### src/hw/rtl/trn_pkg.sv
package trn_pkg;

   localparam int SUB_BUF_SIZE = 256;
   localparam int SUB_CNT_W    = $clog2(SUB_BUF_SIZE + 1);
   localparam int SUB_LEN_W    = 9;
   localparam int MAX_RES      = 4;
   localparam int RES_IDX_W    = $clog2(MAX_RES);
   localparam int RES_CNT_W    = $clog2(MAX_RES + 1);

   // telnet command bytes
   localparam logic [7:0] B_IAC  = 8'hff;
   localparam logic [7:0] B_DONT = 8'd254;
   localparam logic [7:0] B_DO   = 8'd253;
   localparam logic [7:0] B_WONT = 8'd252;
   localparam logic [7:0] B_WILL = 8'd251;
   localparam logic [7:0] B_SB   = 8'd250;
   localparam logic [7:0] B_DM   = 8'd242;
   localparam logic [7:0] B_SE   = 8'd240;
   localparam logic [7:0] B_NUL  = 8'd0;
   localparam logic [7:0] B_LF   = 8'd10;
   localparam logic [7:0] B_CR   = 8'd13;

   // option numbers
   localparam logic [7:0] OPT_BINARY = 8'd0;
   localparam logic [7:0] OPT_ECHO   = 8'd1;
   localparam logic [7:0] OPT_SGA    = 8'd3;
   localparam logic [7:0] OPT_TM     = 8'd6;
   localparam logic [7:0] OPT_TTYPE  = 8'd24;
   localparam logic [7:0] OPT_NAWS   = 8'd31;
   localparam logic [7:0] OPT_TSPEED = 8'd32;
   localparam logic [7:0] OPT_LFLOW  = 8'd33;

   // option table entry bits
   localparam logic [3:0] HE_WILL = 4'b0001;
   localparam logic [3:0] HE_DO   = 4'b0010;
   localparam logic [3:0] ME_WILL = 4'b0100;
   localparam logic [3:0] ME_DO   = 4'b1000;

   // input commands
   localparam logic [2:0] CMD_RX   = 3'd0;
   localparam logic [2:0] CMD_DO   = 3'd1;
   localparam logic [2:0] CMD_DONT = 3'd2;
   localparam logic [2:0] CMD_WILL = 3'd3;
   localparam logic [2:0] CMD_WONT = 3'd4;

   // result kinds and event codes
   localparam logic [1:0] KIND_TTY = 2'd0;
   localparam logic [1:0] KIND_NET = 2'd1;
   localparam logic [1:0] KIND_EVT = 2'd2;

   localparam logic [1:0] EVT_SYNCH = 2'd0;
   localparam logic [1:0] EVT_TM    = 2'd1;
   localparam logic [1:0] EVT_SUB   = 2'd2;
   localparam logic [1:0] EVT_NAWS  = 2'd3;

   typedef struct packed {
      logic [1:0]           kind;
      logic [7:0]           data;
      logic [1:0]           code;
      logic [7:0]           opt;
      logic [7:0]           qual;
      logic [SUB_LEN_W-1:0] len;
      logic                 flow;
   } result_type;

   typedef struct packed {
      logic       en;
      logic [7:0] addr;
      logic [3:0] data;
   } tbl_wr_type;

endpackage

### src/hw/rtl/trn_opt_table.sv
module trn_opt_table (
   input  logic               clock,
   input  logic               reset,
   input  logic               rd_en,
   input  logic [7:0]         rd_addr,
   input  trn_pkg::tbl_wr_type wr,
   output logic [3:0]         rd_data,
   output logic               bin_he_will,
   output logic               echo_he_will
);

   logic [3:0] mem [256];
   logic [3:0] rd_ff;
   logic       rvld_ff;
   logic [255:0] vld_ff;
   logic       bin_ff;
   logic       echo_ff;
   logic       hit;

   assign hit = wr.en && (wr.addr == rd_addr);

   always_ff @(posedge clock) begin
      if (wr.en) begin
         mem[wr.addr] <= wr.data;
      end
      if (rd_en) begin
         // forward a write landing on the same entry at this edge
         rd_ff <= hit ? wr.data : mem[rd_addr];
      end
   end

   always_ff @(posedge clock) begin
      if (reset) begin
         vld_ff  <= '0;
         rvld_ff <= 1'b0;
         bin_ff  <= 1'b0;
         echo_ff <= 1'b0;
      end else begin
         if (wr.en) begin
            vld_ff[wr.addr] <= 1'b1;
            if (wr.addr == trn_pkg::OPT_BINARY) begin
               bin_ff <= wr.data[0];
            end
            if (wr.addr == trn_pkg::OPT_ECHO) begin
               echo_ff <= wr.data[0];
            end
         end
         if (rd_en) begin
            rvld_ff <= hit | vld_ff[rd_addr];
         end
      end
   end

   assign rd_data      = rvld_ff ? rd_ff : 4'b0000;
   assign bin_he_will  = bin_ff;
   assign echo_he_will = echo_ff;

endmodule

### src/hw/rtl/trn_rx_core.sv
module trn_rx_core (
   input  logic                   clock,
   input  logic                   reset,
   input  logic                   fire,
   input  logic [2:0]             cmd,
   input  logic [7:0]             data_byte,
   input  logic [3:0]             tbl_entry,
   input  logic                   bin_he_will,
   input  logic                   echo_he_will,
   input  logic                   cr_to_crlf,
   output trn_pkg::tbl_wr_type    tbl_wr,
   output trn_pkg::result_type    res [trn_pkg::MAX_RES],
   output logic [trn_pkg::RES_CNT_W-1:0] res_n
);

   typedef enum logic [3:0] {
      PH_DATA, PH_IAC, PH_WILL, PH_WONT, PH_DO, PH_DONT, PH_CR, PH_SB, PH_SE
   } phase_type;

   typedef struct packed {
      logic [trn_pkg::SUB_CNT_W-1:0] cnt;
      logic [7:0]                    first;
      logic [7:0]                    second;
   } sub_type;

   typedef struct packed {
      logic       send;
      logic [3:0] v;
   } neg_type;

   phase_type phase_ff, phase_in;
   sub_type   sub_ff, sub_in;
   logic      flow_ff, flow_in;

   function automatic neg_type negotiate(input logic [3:0] v, input logic [7:0] verb);
      neg_type r;
      r.send = 1'b0;
      r.v    = v;
      unique case (verb)
         trn_pkg::B_DO: begin
            r.send = !((v & trn_pkg::HE_WILL) != 4'b0 && (v & trn_pkg::ME_DO) != 4'b0);
            r.v    = v | trn_pkg::ME_DO;
         end
         trn_pkg::B_DONT: begin
            r.send = (v & (trn_pkg::HE_WILL | trn_pkg::ME_DO)) != 4'b0;
            r.v    = v & ~trn_pkg::ME_DO;
         end
         trn_pkg::B_WILL: begin
            r.send = !((v & trn_pkg::HE_DO) != 4'b0 && (v & trn_pkg::ME_WILL) != 4'b0);
            r.v    = v | trn_pkg::ME_WILL;
         end
         default: begin
            r.send = (v & (trn_pkg::HE_DO | trn_pkg::ME_WILL)) != 4'b0;
            r.v    = v & ~trn_pkg::ME_WILL;
         end
      endcase
      return r;
   endfunction

   function automatic sub_type sub_put(input sub_type s, input logic [7:0] c);
      sub_type r;
      r = s;
      if (s.cnt < trn_pkg::SUB_CNT_W'(trn_pkg::SUB_BUF_SIZE)) begin
         if (s.cnt == '0) begin
            r.first = c;
         end else if (s.cnt == trn_pkg::SUB_CNT_W'(1)) begin
            r.second = c;
         end
         r.cnt = s.cnt + trn_pkg::SUB_CNT_W'(1);
      end
      return r;
   endfunction

   function automatic trn_pkg::result_type mk(input logic [1:0] kind, input logic [7:0] b,
                                               input logic [1:0] code, input logic [7:0] opt,
                                               input logic [7:0] qual,
                                               input logic [trn_pkg::SUB_LEN_W-1:0] len);
      trn_pkg::result_type r;
      r.kind = kind;
      r.data = b;
      r.code = code;
      r.opt  = opt;
      r.qual = qual;
      r.len  = len;
      r.flow = 1'b0;
      return r;
   endfunction

   always_comb begin
      logic [7:0]   c;
      logic [3:0]   v;
      logic [7:0]   verb;
      logic         neg_en;
      logic         data_in;
      neg_type      nr;
      logic [trn_pkg::RES_CNT_W-1:0] n;
      trn_pkg::result_type r [trn_pkg::MAX_RES];

      c        = data_byte;
      v        = tbl_entry;
      verb     = trn_pkg::B_DO;
      neg_en   = 1'b0;
      data_in  = 1'b0;
      n        = '0;
      phase_in = phase_ff;
      sub_in   = sub_ff;
      flow_in  = flow_ff;
      for (int i = 0; i < trn_pkg::MAX_RES; i++) begin
         r[i] = '0;
      end

      unique case (cmd)
         trn_pkg::CMD_DO: begin
            neg_en = 1'b1;
            verb   = trn_pkg::B_DO;
         end
         trn_pkg::CMD_DONT: begin
            neg_en = 1'b1;
            verb   = trn_pkg::B_DONT;
         end
         trn_pkg::CMD_WILL: begin
            neg_en = 1'b1;
            verb   = trn_pkg::B_WILL;
         end
         trn_pkg::CMD_WONT: begin
            neg_en = 1'b1;
            verb   = trn_pkg::B_WONT;
         end
         trn_pkg::CMD_RX: begin
            unique case (phase_ff)
               PH_CR: begin
                  phase_in = PH_DATA;
                  if (c == trn_pkg::B_NUL) begin
                     r[n[trn_pkg::RES_IDX_W-1:0]] = mk(trn_pkg::KIND_TTY, trn_pkg::B_CR,
                                                       '0, '0, '0, '0);
                     n = n + 1'b1;
                  end else if (c == trn_pkg::B_LF && !echo_he_will) begin
                     r[n[trn_pkg::RES_IDX_W-1:0]] = mk(trn_pkg::KIND_TTY, trn_pkg::B_LF,
                                                       '0, '0, '0, '0);
                     n = n + 1'b1;
                  end else begin
                     r[n[trn_pkg::RES_IDX_W-1:0]] = mk(trn_pkg::KIND_TTY, trn_pkg::B_CR,
                                                       '0, '0, '0, '0);
                     n = n + 1'b1;
                     if (cr_to_crlf) begin
                        r[n[trn_pkg::RES_IDX_W-1:0]] = mk(trn_pkg::KIND_TTY, trn_pkg::B_LF,
                                                          '0, '0, '0, '0);
                        n = n + 1'b1;
                     end
                     data_in = 1'b1;
                  end
               end
               PH_IAC: begin
                  phase_in = PH_DATA;
                  if (c == trn_pkg::B_WILL) begin
                     phase_in = PH_WILL;
                  end else if (c == trn_pkg::B_WONT) begin
                     phase_in = PH_WONT;
                  end else if (c == trn_pkg::B_DO) begin
                     phase_in = PH_DO;
                  end else if (c == trn_pkg::B_DONT) begin
                     phase_in = PH_DONT;
                  end else if (c == trn_pkg::B_SB) begin
                     sub_in   = '0;
                     phase_in = PH_SB;
                  end else if (c == trn_pkg::B_DM) begin
                     r[0] = mk(trn_pkg::KIND_EVT, '0, trn_pkg::EVT_SYNCH, '0, '0, '0);
                     n    = trn_pkg::RES_CNT_W'(1);
                  end else if (c == trn_pkg::B_IAC) begin
                     r[0] = mk(trn_pkg::KIND_TTY, trn_pkg::B_IAC, '0, '0, '0, '0);
                     n    = trn_pkg::RES_CNT_W'(1);
                  end
               end
               PH_WILL, PH_WONT: begin
                  phase_in = PH_DATA;
                  if (c == trn_pkg::OPT_TM) begin
                     r[0] = mk(trn_pkg::KIND_EVT, '0, trn_pkg::EVT_TM, trn_pkg::OPT_TM,
                               '0, '0);
                     n    = trn_pkg::RES_CNT_W'(1);
                  end else begin
                     neg_en = 1'b1;
                     if (phase_ff == PH_WILL) begin
                        v    = v | trn_pkg::HE_WILL;
                        verb = (c == trn_pkg::OPT_SGA || c == trn_pkg::OPT_ECHO) ?
                               trn_pkg::B_DO : trn_pkg::B_DONT;
                     end else begin
                        v    = v & ~trn_pkg::HE_WILL;
                        verb = trn_pkg::B_DONT;
                     end
                  end
               end
               PH_DO: begin
                  phase_in = PH_DATA;
                  neg_en   = 1'b1;
                  v        = v | trn_pkg::HE_DO;
                  verb     = (c == trn_pkg::OPT_TM || c == trn_pkg::OPT_NAWS ||
                              c == trn_pkg::OPT_TSPEED || c == trn_pkg::OPT_LFLOW ||
                              c == trn_pkg::OPT_TTYPE || c == trn_pkg::OPT_SGA) ?
                             trn_pkg::B_WILL : trn_pkg::B_WONT;
                  if (c == trn_pkg::OPT_LFLOW) begin
                     flow_in = 1'b1;
                  end
               end
               PH_DONT: begin
                  phase_in = PH_DATA;
                  neg_en   = 1'b1;
                  v        = v & ~trn_pkg::HE_DO;
                  verb     = trn_pkg::B_WONT;
               end
               PH_SB: begin
                  if (c == trn_pkg::B_IAC) begin
                     phase_in = PH_SE;
                  end else begin
                     sub_in = sub_put(sub_ff, c);
                  end
               end
               PH_SE: begin
                  if (c != trn_pkg::B_SE) begin
                     if (c != trn_pkg::B_IAC) begin
                        sub_in = sub_put(sub_ff, trn_pkg::B_IAC);
                     end
                     sub_in   = sub_put(sub_in, c);
                     phase_in = PH_SB;
                  end else begin
                     phase_in = PH_DATA;
                     if (sub_ff.cnt >= trn_pkg::SUB_CNT_W'(2) &&
                         sub_ff.first == trn_pkg::OPT_LFLOW) begin
                        if (sub_ff.second == 8'd1) begin
                           flow_in = 1'b1;
                        end else if (sub_ff.second == 8'd0) begin
                           flow_in = 1'b0;
                        end
                     end
                     r[0] = mk(trn_pkg::KIND_EVT, '0, trn_pkg::EVT_SUB, sub_ff.first,
                               sub_ff.second, trn_pkg::SUB_LEN_W'(sub_ff.cnt));
                     n    = trn_pkg::RES_CNT_W'(1);
                  end
               end
               default: begin
                  phase_in = PH_DATA;
                  data_in  = 1'b1;
               end
            endcase
         end
         default: begin
         end
      endcase

      // plain data byte handling, also after a released cr
      if (data_in) begin
         if (c == trn_pkg::B_IAC) begin
            phase_in = PH_IAC;
         end else if (c == trn_pkg::B_CR && !bin_he_will) begin
            phase_in = PH_CR;
         end else begin
            r[n[trn_pkg::RES_IDX_W-1:0]] = mk(trn_pkg::KIND_TTY, c, '0, '0, '0, '0);
            n = n + 1'b1;
         end
      end

      nr = negotiate(v, verb);
      if (neg_en && nr.send) begin
         r[0] = mk(trn_pkg::KIND_NET, trn_pkg::B_IAC, '0, '0, '0, '0);
         r[1] = mk(trn_pkg::KIND_NET, verb, '0, '0, '0, '0);
         r[2] = mk(trn_pkg::KIND_NET, c, '0, '0, '0, '0);
         n    = trn_pkg::RES_CNT_W'(3);
      end
      if (cmd == trn_pkg::CMD_RX && phase_ff == PH_DO && c == trn_pkg::OPT_NAWS) begin
         r[n[trn_pkg::RES_IDX_W-1:0]] = mk(trn_pkg::KIND_EVT, '0, trn_pkg::EVT_NAWS,
                                           '0, '0, '0);
         n = n + 1'b1;
      end

      for (int i = 0; i < trn_pkg::MAX_RES; i++) begin
         r[i].flow = flow_in;
         res[i]    = r[i];
      end
      res_n       = n;
      tbl_wr.en   = fire && neg_en;
      tbl_wr.addr = c;
      tbl_wr.data = nr.v;
   end

   always_ff @(posedge clock) begin
      if (reset) begin
         phase_ff <= PH_DATA;
         sub_ff   <= '0;
         flow_ff  <= 1'b0;
      end else if (fire) begin
         phase_ff <= phase_in;
         sub_ff   <= sub_in;
         flow_ff  <= flow_in;
      end
   end

endmodule

### src/hw/rtl/trn_rsp_queue.sv
module trn_rsp_queue (
   input  logic                   clock,
   input  logic                   reset,
   input  logic                   load,
   input  trn_pkg::result_type    res [trn_pkg::MAX_RES],
   input  logic [trn_pkg::RES_CNT_W-1:0] res_n,
   output logic                   room,
   output logic                   rsp_tvalid,
   input  logic                   rsp_tready,
   output trn_pkg::result_type    head,
   output logic                   head_last
);

   trn_pkg::result_type res_ff [trn_pkg::MAX_RES];
   logic [trn_pkg::RES_CNT_W-1:0] cnt_ff;
   logic take;

   assign take       = rsp_tvalid && rsp_tready;
   assign rsp_tvalid = cnt_ff != '0;
   assign room       = (cnt_ff == '0) || (cnt_ff == trn_pkg::RES_CNT_W'(1) && rsp_tready);
   assign head       = res_ff[0];
   assign head_last  = cnt_ff == trn_pkg::RES_CNT_W'(1);

   always_ff @(posedge clock) begin
      if (load) begin
         res_ff <= res;
      end else if (take) begin
         for (int i = 0; i < trn_pkg::MAX_RES - 1; i++) begin
            res_ff[i] <= res_ff[i + 1];
         end
      end
   end

   always_ff @(posedge clock) begin
      if (reset) begin
         cnt_ff <= '0;
      end else if (load) begin
         cnt_ff <= res_n;
      end else if (take) begin
         cnt_ff <= cnt_ff - 1'b1;
      end
   end

   a_cnt_bound: assert property (@(posedge clock) disable iff (reset)
      cnt_ff <= trn_pkg::RES_CNT_W'(trn_pkg::MAX_RES))
      else $error("result queue count out of range");

   a_load_room: assert property (@(posedge clock) disable iff (reset)
      load |-> room)
      else $error("results loaded over pending ones");

endmodule

### src/hw/rtl/telnet_receive_negotiator_unit.sv
// Telnet receive side with option negotiation. Each transfer on req_ carries either a received
// network byte (cmd 0) or a local DO/DONT/WILL/WONT request; it produces zero to four
// result transfers on rsp_, terminal bytes, network reply bytes or event reports, the last
// marked by rsp_tlast. An item passes an input register and the combinational core, then its
// results leave one per cycle while rsp_tready is high, from a four-entry output queue;
// the queue drain sets the rate. Unless the peer WILL BINARY, a received CR is held back until the
// next received byte decides how it is delivered. csr_data sets cr_to_crlf; write it only
// while the block is idle. The 256-entry option table is a memory with per-entry valid
// bits, so no clearing pass is needed after reset.
module telnet_receive_negotiator_unit (
   input  logic        clock,
   input  logic        reset,
   input  logic        req_tvalid,
   output logic        req_tready,
   input  logic [15:0] req_tdata,   // cmd[2:0], data_byte[10:3], zero[15:11]
   output logic        rsp_tvalid,
   input  logic        rsp_tready,
   output logic [39:0] rsp_tdata,   // out_byte, event_code, event_option, sub_qualifier,
                                    // sub_length, local_flow, zero pad
   output logic [1:0]  rsp_tuser,   // kind
   output logic        rsp_tlast,
   input  logic        csr_valid,
   output logic        csr_ready,
   input  logic [0:0]  csr_data     // cr_to_crlf
);

   logic       in_vld_ff;
   logic [2:0] in_cmd_ff;
   logic [7:0] in_byte_ff;
   logic       crlf_ff;
   logic       fire;
   logic       room;
   logic       accept;
   logic [3:0] tbl_entry;
   logic       bin_he_will;
   logic       echo_he_will;
   trn_pkg::tbl_wr_type tbl_wr;
   trn_pkg::result_type res [trn_pkg::MAX_RES];
   logic [trn_pkg::RES_CNT_W-1:0] res_n;
   trn_pkg::result_type head;

   assign fire       = in_vld_ff && room;
   assign req_tready = !in_vld_ff || fire;
   assign accept     = req_tvalid && req_tready;
   assign csr_ready  = 1'b1;

   always_ff @(posedge clock) begin
      if (accept) begin
         in_cmd_ff  <= req_tdata[2:0];
         in_byte_ff <= req_tdata[10:3];
      end
   end

   always_ff @(posedge clock) begin
      if (reset) begin
         in_vld_ff <= 1'b0;
         crlf_ff   <= 1'b0;
      end else begin
         if (accept) begin
            in_vld_ff <= 1'b1;
         end else if (fire) begin
            in_vld_ff <= 1'b0;
         end
         if (csr_valid) begin
            crlf_ff <= csr_data[0];
         end
      end
   end

   trn_opt_table u_table (
      .clock        (clock),
      .reset        (reset),
      .rd_en        (accept),
      .rd_addr      (req_tdata[10:3]),
      .wr           (tbl_wr),
      .rd_data      (tbl_entry),
      .bin_he_will  (bin_he_will),
      .echo_he_will (echo_he_will)
   );

   trn_rx_core u_core (
      .clock        (clock),
      .reset        (reset),
      .fire         (fire),
      .cmd          (in_cmd_ff),
      .data_byte    (in_byte_ff),
      .tbl_entry    (tbl_entry),
      .bin_he_will  (bin_he_will),
      .echo_he_will (echo_he_will),
      .cr_to_crlf   (crlf_ff),
      .tbl_wr       (tbl_wr),
      .res          (res),
      .res_n        (res_n)
   );

   trn_rsp_queue u_queue (
      .clock      (clock),
      .reset      (reset),
      .load       (fire),
      .res        (res),
      .res_n      (res_n),
      .room       (room),
      .rsp_tvalid (rsp_tvalid),
      .rsp_tready (rsp_tready),
      .head       (head),
      .head_last  (rsp_tlast)
   );

   assign rsp_tuser = head.kind;
   assign rsp_tdata = {4'b0000, head.flow, head.len, head.qual, head.opt, head.code, head.data};

   a_accept_holds: assert property (@(posedge clock) disable iff (reset)
      accept |=> in_vld_ff)
      else $error("accepted item not held in input register");

   a_stall_full: assert property (@(posedge clock) disable iff (reset)
      !req_tready |-> (in_vld_ff && !room))
      else $error("input stalled without a waiting item");

   a_tbl_wr_fire: assert property (@(posedge clock) disable iff (reset)
      tbl_wr.en |-> fire)
      else $error("option table written outside item commit");

endmodule

### config.mk
export PLATFORM = sky130hd
export DESIGN_NAME = telnet_receive_negotiator_unit
export DESIGN_NICKNAME = d
export VERILOG_FILES = /design/src/hw/rtl/trn_pkg.sv /design/src/hw/rtl/trn_opt_table.sv /design/src/hw/rtl/trn_rx_core.sv /design/src/hw/rtl/trn_rsp_queue.sv /design/src/hw/rtl/telnet_receive_negotiator_unit.sv
export SDC_FILE = /design/constraint.sdc
export NUM_CORES = 2
export LEC_CHECK = 0
export ABC_AREA = 0
export BUFFER_PORTS_ARGS = -buffer_cell sky130_fd_sc_hd__buf_2
export CAP_MARGIN = 20
export CORE_MARGIN = 10
export CORE_UTILIZATION = 40
export CTS_CLUSTER_SIZE = 16
export DETAILED_ROUTE_END_ITERATION = 12
export GPL_TIMING_DRIVEN = 0
export SYNTH_ARGS = -nofsm -noshare
export SYNTH_HDL_FRONTEND = slang
export SYNTH_SLANG_ARGS = --single-unit
### constraint.sdc
create_clock -name clock -period 22.3 [get_ports clock]
set_input_delay 1.115 -clock clock [delete_from_list [all_inputs] [get_ports clock]]
set_output_delay 1.115 -clock clock [all_outputs]
set_load 0.01 [all_outputs]
==> metrics.cfg <==
[timing]
fmax_mhz=169
worst_slack_ns=16.38
rsz0062_at_grt=false
holdWs_ns=0.458
slew_viol_final=0
period_needed_ns=5.92
maxSlewHeadroom_pct=13.5
finClkSkew_ns=0.0383
final-hold-violation-count=0
setup_viol=0
period_share_pct=26.5
worstMarginPinSlew_ns=1.30

[clocking]
clk_latency_ns=0.81
htree_levels=4
numCtsBuffers=145
cts_tree=yes
cts_root_buf=clkbuf_16
clk_path_buf_depth=3
clock-sinks=1403
path_clk_slew_ns=0.06
cts-resized-gates=0
postCtsSetupRepairBufs=0
cts-hold-fix-buffers=0

[drt]
drcViolationCount=0
wl_per_cell_um=33.8
ant_nets=0
num_vias=37127
drt-initial-drc-count=5987
viasPerCell=6.14
drt-total-wl_um=204000
first_pass_iters=6

[synthesis]
synth-edff-count=1109
synth_flop_cell=edfxtp_1
yosysTopAreaCellShare_pct=58.3
asyncSetResetFlopFracSynth_pct=0
syn_inst=3785
synth-seq-cells=1403
yosysMostFrequentCell=edfxtp_1
synth_common_cells=edfxtp_1 (1109), nor2_1 (740), dfxtp_1 (294)
seq_area_frac_synth_pct=68.6
yosysWarnings=0
synth_area_leaders=edfxtp_1 (58%), mux4_2 (11%), dfxtp_1 (10%)
syn-cell-area_um2=57100
synth_cell_type_count=94
syn_avg_cell_area_um2=15.1
synth_top_area_cell=edfxtp_1

[critical_path]
worstPathCellList=buf_2 -> buf_2 -> buf_2 -> buf_2 -> buf_2 -> buf_2 -> mux4_2 -> a221oi_1 -> o22ai_1 -> nor3_1 -> nor4_1
cp.arrival_ns=6.43
ff2ff_setup_slack_ns=17.02
r2r_end=u_table.mem[245][0]$_DFFE_PP_
critPathMostFrequentCell=buf_2
cp-end-kind=register
reg2reg_depth=10
cp_num_cells=11
endpoint=u_table.rd_ff[1]$_DFFE_PP_
cp-startpoint=req_tdata[4]
slowest_delay_ns=0.95
critPathBufInv=6
crit_required_ns=22.81
cpLargestDelayFamily=buffers and inverters
slowest_stage=a221oi_1
critPathLaunchType=primary input
crit_type=in2reg
rr_startpoint=u_queue.cnt_ff[0]$_SDFFE_PP0P_
cp_max_fo=10

[power_and_ir_drop]
peakVddDrop_v=0.0000721
p_switching_mw=1.58
netSwitchingFraction_pct=25.9
combPwrFrac_pct=11.5
p_leak_nw=21.5
finalPower_mw=6.10
clockPowerShare_pct=39.5
powerDensity_nw_per_um2=93.5
p_int_mw=4.52
p_seq_share_pct=49.0

[cells_and_area]
final_cells=6049
area_growth_pct=14.2
nets=4071
layout-drive-gt1-share_pct=18.1

[hold_path]
min_from=u_core.flow_ff$_SDFFE_PP0P_
worstHoldPathType=reg2reg

[floorplanning]
die_y_um=398
boundaryPins=68
core_area_um2=142000
fp.dieW_um=398
initial_core_util_pct=40.3
dieArea_um2=158000
num_rows=138

[place]
hpwl_um=141000
place.port_buffers=56
dp.cells=5771
pre_cts_ws_ns=15.71
gp_congestion=0.989

[grt]
grt_pass1_vias=35067
grt_max_degree=142
antenna_found_initial=9
overflow=0
grt_pass1_wl_um=280000
grt_usage_pct=25.3

[job]
maxCapViolCount=0

[run_status]
status=finished, final reports clean

layer usage:
layer	vias up	routed length, um	global-route usage, %
met5	-	24	0
met4	4	12300	13.5
met3	517	24000	6.77
met2	2485	91300	38.2
met1	19139	76700	33.2
li1	14982	-	-
placed cells by master, fill, tap and decap left out, drive strengths merged, types with 7 or more instances in the layout:
cell type     n
a2111oi       7
a211oi       19
a21o         10
a21oi        72
a221oi       51
a22o         44
a22oi        64
a31oi         8
and2         37
and3         17
buf         231
clkbuf      354
clkinv       55
dfxtp       294
edfxtp     1109
ha           20
inv          52
mux2i       114
mux4        277
nand2       136
nand2b        8
nand3        71
nand4        28
nand4b        7
nor2        741
nor2b        17
nor3         24
nor4          9
o2111ai      10
o211ai        8
o21a         48
o21ai        41
o221ai       11
o22ai        17
or3          10
xnor2        15
kinds of logic (layout without fill, tap and decap cells):
group / after synthesis / in the layout / share of synthesized area (%)
compound gates: 461 / 461 / 6.05
xor+xnor: 19 / 19 / 0.291
fa+ha+maj: 20 / 20 / 0.438
buf+inv: 335 / 701 / 2.77
flops: 1403 / 1403 / 68.6
mux: 397 / 397 / 13.0
other cells: 2 / 10 / 0.0131
simple gates: 1148 / 1148 / 8.79
final cells by class:
| cell class | instances | area (um^2) |
|---|---|---|
| multi-input cells | 2050 | 16400 |
| plain buffers | 290 | 1420 |
| fillers | 12419 | 76500 |
| inverters | 45 | 176 |
| flip-flops and latches | 1403 | 39200 |
| clock inverters | 71 | 682 |
| repair buffers | 94 | 1000 |
| clock buffers | 201 | 4000 |
| diodes | 5 | 12.5 |
| well taps | 1890 | 2360 |
power by group through the flow:
stage	Combinational [mW]	Clock (mW)	Sequential, mW
floorplan	0.362	0	3.08
global placement	0.642	0	3.13
detailed placement	0.687	0	3.05
CTS	0.688	2.42	2.99
global route	0.725	2.53	3.00
finish	0.700	2.41	2.99
registers in the layout, indices dropped and copies added (netlist names):
name and cells:
crlf_ff 1, in_byte_ff 8, in_cmd_ff 3, in_vld_ff 1, u_core.flow_ff 1, u_core.phase_ff 4
u_core.sub_ff 25, u_queue.cnt_ff 3, u_queue.head 38, u_queue.res_ff 32, u_table.bin_he_will 1, u_table.echo_he_will 1
u_table.mem 1024, u_table.rd_ff 4, u_table.rvld_ff 1, u_table.vld_ff 256
tightest hold or removal path: stages (launching register included):
cell     delay (ns)
dfxtp_1        0.31
nand2_1        0.05
a21oi_1        0.05
metrics by stage:
| step | utilization (%) | TNS, ns | instance area [um^2] |
|---|---|---|---|
| final | 46.0 | 0 | 65300 |
| after global routing | 46.0 | 0 | 65200 |
| after CTS | 46.0 | 0 | 65200 |
| after detailed placement | 42.7 | 0 | 60500 |
| after global placement | 42.2 | -808.93 | 59800 |
| after floorplan | - | 0 | 57100 |
worst min-delay path by stage:
| stage | slack, ns | cells past startpoint | end |
|---|---|---|---|
| finish | 0.46 | 2 | u_core.flow_ff$_SDFFE_PP0P_ |
| global route | 0.47 | 1 | u_table.vld_ff[166]$_SDFFE_PP0P_ |
| CTS | 0.46 | 2 | u_core.flow_ff$_SDFFE_PP0P_ |
| detailed placement | 0.45 | 1 | u_table.vld_ff[166]$_SDFFE_PP0P_ |
| global placement | 0.44 | 1 | u_table.vld_ff[22]$_SDFFE_PP0P_ |
| floorplan | 0.43 | 2 | u_table.vld_ff[106]$_SDFFE_PP0P_ |
(Power assumes the default switching activity.)
